===== config.mk =====
export PLATFORM = sky130hd
export DESIGN_NAME = fclt_div
export DESIGN_NICKNAME = d
export VERILOG_FILES = /design/src/fclt_pkg.sv /design/src/fclt_div.sv
export SDC_FILE = /design/constraint.sdc
export NUM_CORES = 1
export LEC_CHECK = 0
export BUFFER_PORTS_ARGS = -buffer_cell sky130_fd_sc_hd__buf_4
export CAP_MARGIN = 10
export CORE_ASPECT_RATIO = 2
export CORE_MARGIN = 3
export CORE_UTILIZATION = 45
export DETAILED_ROUTE_END_ITERATION = 10
export PLACE_DENSITY = 0.71
export REMOVE_ABC_BUFFERS = 1
export SYNTH_ARGS = -nofsm -noshare
export SYNTH_HDL_FRONTEND = slang
export SYNTH_SLANG_ARGS = --single-unit
export TNS_END_PERCENT = 50

===== constraint.sdc =====
create_clock -name clk_i -period 4 [get_ports clk_i]
set_clock_uncertainty 0.15 [all_clocks]
set_input_delay 0.4 -clock clk_i [delete_from_list [all_inputs] [get_ports clk_i]]
set_output_delay 0.4 -clock clk_i [all_outputs]
set_load 0.05 [all_outputs]

===== src/fclt_pkg.sv =====
// Shared types and constants for the dense layer training engine.
// No dependencies; imported by fclt_div and fully_connected_layer_train.
package fclt_pkg;

  localparam int MAX_IN    = 64;
  localparam int MAX_OUT   = 64;
  localparam int MAX_BATCH = 16;

  // serial divider: scaled SGD step divided by the batch size
  localparam int DIVD_W = 24;
  localparam int DIVR_W = 5;
  localparam int DCNT_W = $clog2(DIVD_W + 1);

  localparam int ACC_W  = 38;
  localparam int PROD_W = 16 + ACC_W;

  typedef enum logic [2:0] {
    CMD_LOAD_W = 3'd0,
    CMD_LOAD_B = 3'd1,
    CMD_ACT    = 3'd2,
    CMD_FWD    = 3'd3,
    CMD_GRAD   = 3'd4,
    CMD_BWD    = 3'd5,
    CMD_UPD    = 3'd6
  } cmd_e;

  localparam logic [1:0] KIND_FWD = 2'd0;
  localparam logic [1:0] KIND_BWD = 2'd1;
  localparam logic [1:0] KIND_UPD = 2'd2;

  localparam logic [1:0] CFG_IN_CNT  = 2'd0;
  localparam logic [1:0] CFG_OUT_CNT = 2'd1;
  localparam logic [1:0] CFG_BAT_CNT = 2'd2;
  localparam logic [1:0] CFG_LRATE   = 2'd3;

  function automatic logic signed [15:0] sat16(input logic signed [39:0] v);
    if (v > 40'sd32767) begin
      return 16'sh7fff;
    end else if (v < -40'sd32768) begin
      return 16'sh8000;
    end else begin
      return v[15:0];
    end
  endfunction

endpackage


===== src/fclt_div.sv =====
// Restoring bit-serial divider: one quotient bit per cycle.
// Depends on fclt_pkg for widths.
module fclt_div import fclt_pkg::*; (
  input  logic              clk_i,
  input  logic              rst_ni,
  input  logic              start_i,
  input  logic [DIVD_W-1:0] dividend_i,
  input  logic [DIVR_W-1:0] divisor_i,
  output logic              done_o,
  output logic [DIVD_W-1:0] quot_o
);

  logic              busy_q;
  logic              done_q;
  logic [DCNT_W-1:0] cnt_q;
  logic [DIVD_W-1:0] quot_q;
  logic [DIVR_W-1:0] rem_q;
  logic [DIVR_W-1:0] dvsr_q;
  logic [DIVR_W:0]   rem_sh;
  logic              ge;

  assign rem_sh = {rem_q, quot_q[DIVD_W-1]};
  assign ge     = rem_sh >= {1'b0, dvsr_q};

  always_ff @(posedge clk_i or negedge rst_ni) begin
    if (!rst_ni) begin
      busy_q <= 1'b0;
      done_q <= 1'b0;
      cnt_q  <= '0;
    end else begin
      done_q <= 1'b0;
      if (start_i) begin
        busy_q <= 1'b1;
        cnt_q  <= DCNT_W'(DIVD_W);
      end else if (busy_q) begin
        cnt_q <= cnt_q - 1'b1;
        if (cnt_q == DCNT_W'(1)) begin
          busy_q <= 1'b0;
          done_q <= 1'b1;
        end
      end
    end
  end

  always_ff @(posedge clk_i) begin
    if (start_i) begin
      quot_q <= dividend_i;
      rem_q  <= '0;
      dvsr_q <= divisor_i;
    end else if (busy_q) begin
      quot_q <= {quot_q[DIVD_W-2:0], ge};
      rem_q  <= ge ? DIVR_W'(rem_sh - {1'b0, dvsr_q}) : rem_sh[DIVR_W-1:0];
    end
  end

  assign done_o = done_q;
  assign quot_o = quot_q;

endmodule


==> results.txt <==
width of the chip: 52.4 um
antenna viol nets, final: 0
WL final: 3980 um
status: complete, no violations
hold crit path type: in -> reg
antenna diode count: 0
critical path required time: 3.90 ns
min Tclk post-route: 2.40 ns
number of buffer and inverter stages on the critical path: 2
overall die height: 98.8 um
sequential share of the synthesized area: 0.591
max-slew violations: 0
Yosys reg bits: 41
vias per inst: 5.19
number of warnings reported in the yosys synthesis log: 0
min setup slack post-route: 1.60 ns
vias after detailed routing: 1308
critical path's largest stage delay: 0.40 ns
dominant cell type by count on the critical path: sky130_fd_sc_hd__inv_1
Syn Std Cell Area: 1940 um^2
area used by multi-input combinational logic: 732 um^2
sum of negative setup slack: 0 ns
tightest slew margin relative to the limit: 0.579
area overhead of the layout relative to synthesis: 28.5%
power density over the cells: 521 nW/um^2
CP arrival: 2.30 ns
largest fanout on the critical path: 4
cell breakdown of the critical path: inv_1 -> ha_1 -> inv_1 -> fa_1 -> a21o_1 -> o211ai_1 -> nand2_1 -> mux2_2
commonest non-fill, non-tap cell in the layout: sky130_fd_sc_hd__buf_4
hold path cells: 1
Worst setup SP type: flop
number of global-route vias before repair: 1464
maximum number of pins on one net before global-route repair: 44
measured slew at the worst slew-check pin: 0.632 ns
post-cts gate resize count: 0
final period utilization: 0.601
length in cells of the worst reg-to-reg path: 8
number of buffer cells added on primary ports: 56
fill cell count: 364
slowest stage cell, crit path: sky130_fd_sc_hd__fa_1
clock net sink count: 41
# setup viols final: 0
Final Net Count: 239
clock-pin transition on the worst setup and hold timing paths: 0.07 ns
all-layer global routing usage: 0.173
core occupancy in the finished layout: 0.603
total area of sequential cells: 1150 um^2
endpoints failing hold: 0
fraction of final layout cells with drive strength greater than 1: 0.450
post-place setup slack: 1.60 ns
total overflow reported by the global router: 0
Crit path max-delay family: adder cells
number of violations of the max-capacitance limit: 0
DIE AREA: 5180 um^2
mean cell area of the mapped netlist: 13.9 um^2
routed len/inst: 15.8 um
Iter 0 DRT Violations: 18
number of top-level design ports: 57
sort of element at the end of the critical path: flop
starting density of the core: 0.470
maximum frequency from static timing analysis: 416 MHz
Hold WS: 0.127 ns
count of different cell masters after synthesis: 39
clk buf depth: 2
unrepaired setup endpoints after global routing: false
critical path class: reg -> reg
count of H-tree levels built during CTS: 2
commonest non-fill, non-tap cells in the layout: 56 x sky130_fd_sc_hd__buf_4, 29 x sky130_fd_sc_hd__edfxtp_1, 24 x sky130_fd_sc_hd__mux2_2
number of cells on the critical path: 8
clk_lat worst skew: 0.29 ns
core region area: 4130 um^2
root buffer cell: sky130_fd_sc_hd__clkbuf_8
number of DRC violations after detailed routing: 0
maximum vdd drop: 321 uV
HPWL after detailed placement: 2920 um
clock tree from TritonCTS: done
row cnt: 33
placer congestion estimate: 0.745
wire length of the first global-routing pass: 6600 um
leakage power: 1.09 nW
TritonCTS buffer count: 5
number of antenna violations at the first check in global routing: 0
Detailed Routing Iterations Pass 1: 4
Post-CTS Setup Repair Bufs: 0
Syn Inst Count: 140
## per-stage QoR
step / instances / cell area [um^2] / power [W]
after global routing: 252 / 2490 / 0.00137
after floorplan: 135 / 1920 / 0.000902
final: 252 / 2490 / 0.00130
after CTS: 252 / 2490 / 0.00131
after global placement: 243 / 2400 / 0.00103
after detailed placement: 243 / 2400 / 0.00105
## Yosys cell counts, drive strengths merged
| cell | count | area share |
|---|---|---|
| or3b | 1 | 0.0045 |
| xnor2 | 3 | 0.014 |
| and2 | 1 | 0.0032 |
| mux2 | 25 | 0.15 |
| nor3b | 1 | 0.0039 |
| a31o | 1 | 0.0045 |
| a211oi | 1 | 0.0039 |
| dfxtp | 5 | 0.052 |
| inv | 10 | 0.019 |
| and3 | 1 | 0.0032 |
| or4b | 1 | 0.0052 |
| fa | 1 | 0.010 |
| o32ai | 1 | 0.0045 |
| o41ai | 1 | 0.0084 |
| a311oi | 2 | 0.0090 |
| nor4b | 1 | 0.0045 |
| nor4 | 1 | 0.0032 |
| nand2b | 3 | 0.0097 |
| nor2 | 7 | 0.014 |
| ha | 7 | 0.045 |
| and4 | 1 | 0.0045 |
| o211ai | 1 | 0.0039 |
| nand3b | 1 | 0.0039 |
| nand2 | 7 | 0.014 |
| o21bai | 1 | 0.0039 |
| or2 | 1 | 0.0032 |
| dfrtp | 7 | 0.090 |
| a21oi | 2 | 0.0052 |
| o211a | 1 | 0.0052 |
| edfxtp | 29 | 0.45 |
| nand3 | 1 | 0.0026 |
| buf | 5 | 0.012 |
| a311o | 1 | 0.0052 |
| a21o | 2 | 0.0077 |
| xor2 | 3 | 0.014 |
| nor3 | 2 | 0.0052 |
| o21ai | 1 | 0.0026 |
## sequential cells by signal (all words and copies together) (netlist names)
name    cells
done_o      1
rem_q       5
cnt_q       5
quot_o     24
busy_q      1
dvsr_q      5
## final timing paths
| check | startpoint | endpoint | slack (ns) |
|---|---|---|---|
| worst max-delay path | quot_o[23] | quot_o[0] | 1.60 |
| worst min-delay path | divisor_i[3] | dvsr_q[3] | 0.13 |
| worst max register to register | quot_o[23] | quot_o[0] | 1.60 |
| worst min register to register | rem_q[4] | rem_q[4] | 0.34 |
| max in group asynchronous | rst_ni | cnt_q[4] | 3.28 |
| min in group asynchronous | rst_ni | cnt_q[0] | 0.30 |
## power breakdown
part / total, W / internal, W / switching [W]
sequential: 0.000577 / 0.000531 / 0.0000469
clock: 0.000259 / 0.000124 / 0.000135
combinational: 0.000462 / 0.000188 / 0.000274
## repair_timing
item | 4_1_cts | 5_1_grt
setup endpoints to repair | 0 | 0
hold buffers | 1 | 0
hold endpoints to repair | 7 | 0
## per-layer routing
layer  up-vias  global-route usage  share of wire
li1        628                   -              -
met1       633               0.175           0.34
met2        41               0.308           0.58
met3         6              0.0469          0.056
met4         0              0.0866          0.022
met5         -                   0              0
## layout make-up
cell class,instances,area share
repair buffers,57,0.173
flip-flops and latches,41,0.460
multi-input cells,84,0.294
well taps,52,0.0261
inverters,10,0.0151
clock buffers,8,0.0321
## cell families (layout without fill, tap and decap cells)
kind of cell,Yosys count,in the layout,synth area share
fa+ha+maj,8,8,0.0555
flops,41,41,0.591
xor+xnor,6,6,0.0271
compound gates,15,15,0.0639
simple gates,30,30,0.0839
buf+inv,15,75,0.0316
mux,25,25,0.147
Power figures use the tool's default switching activity.
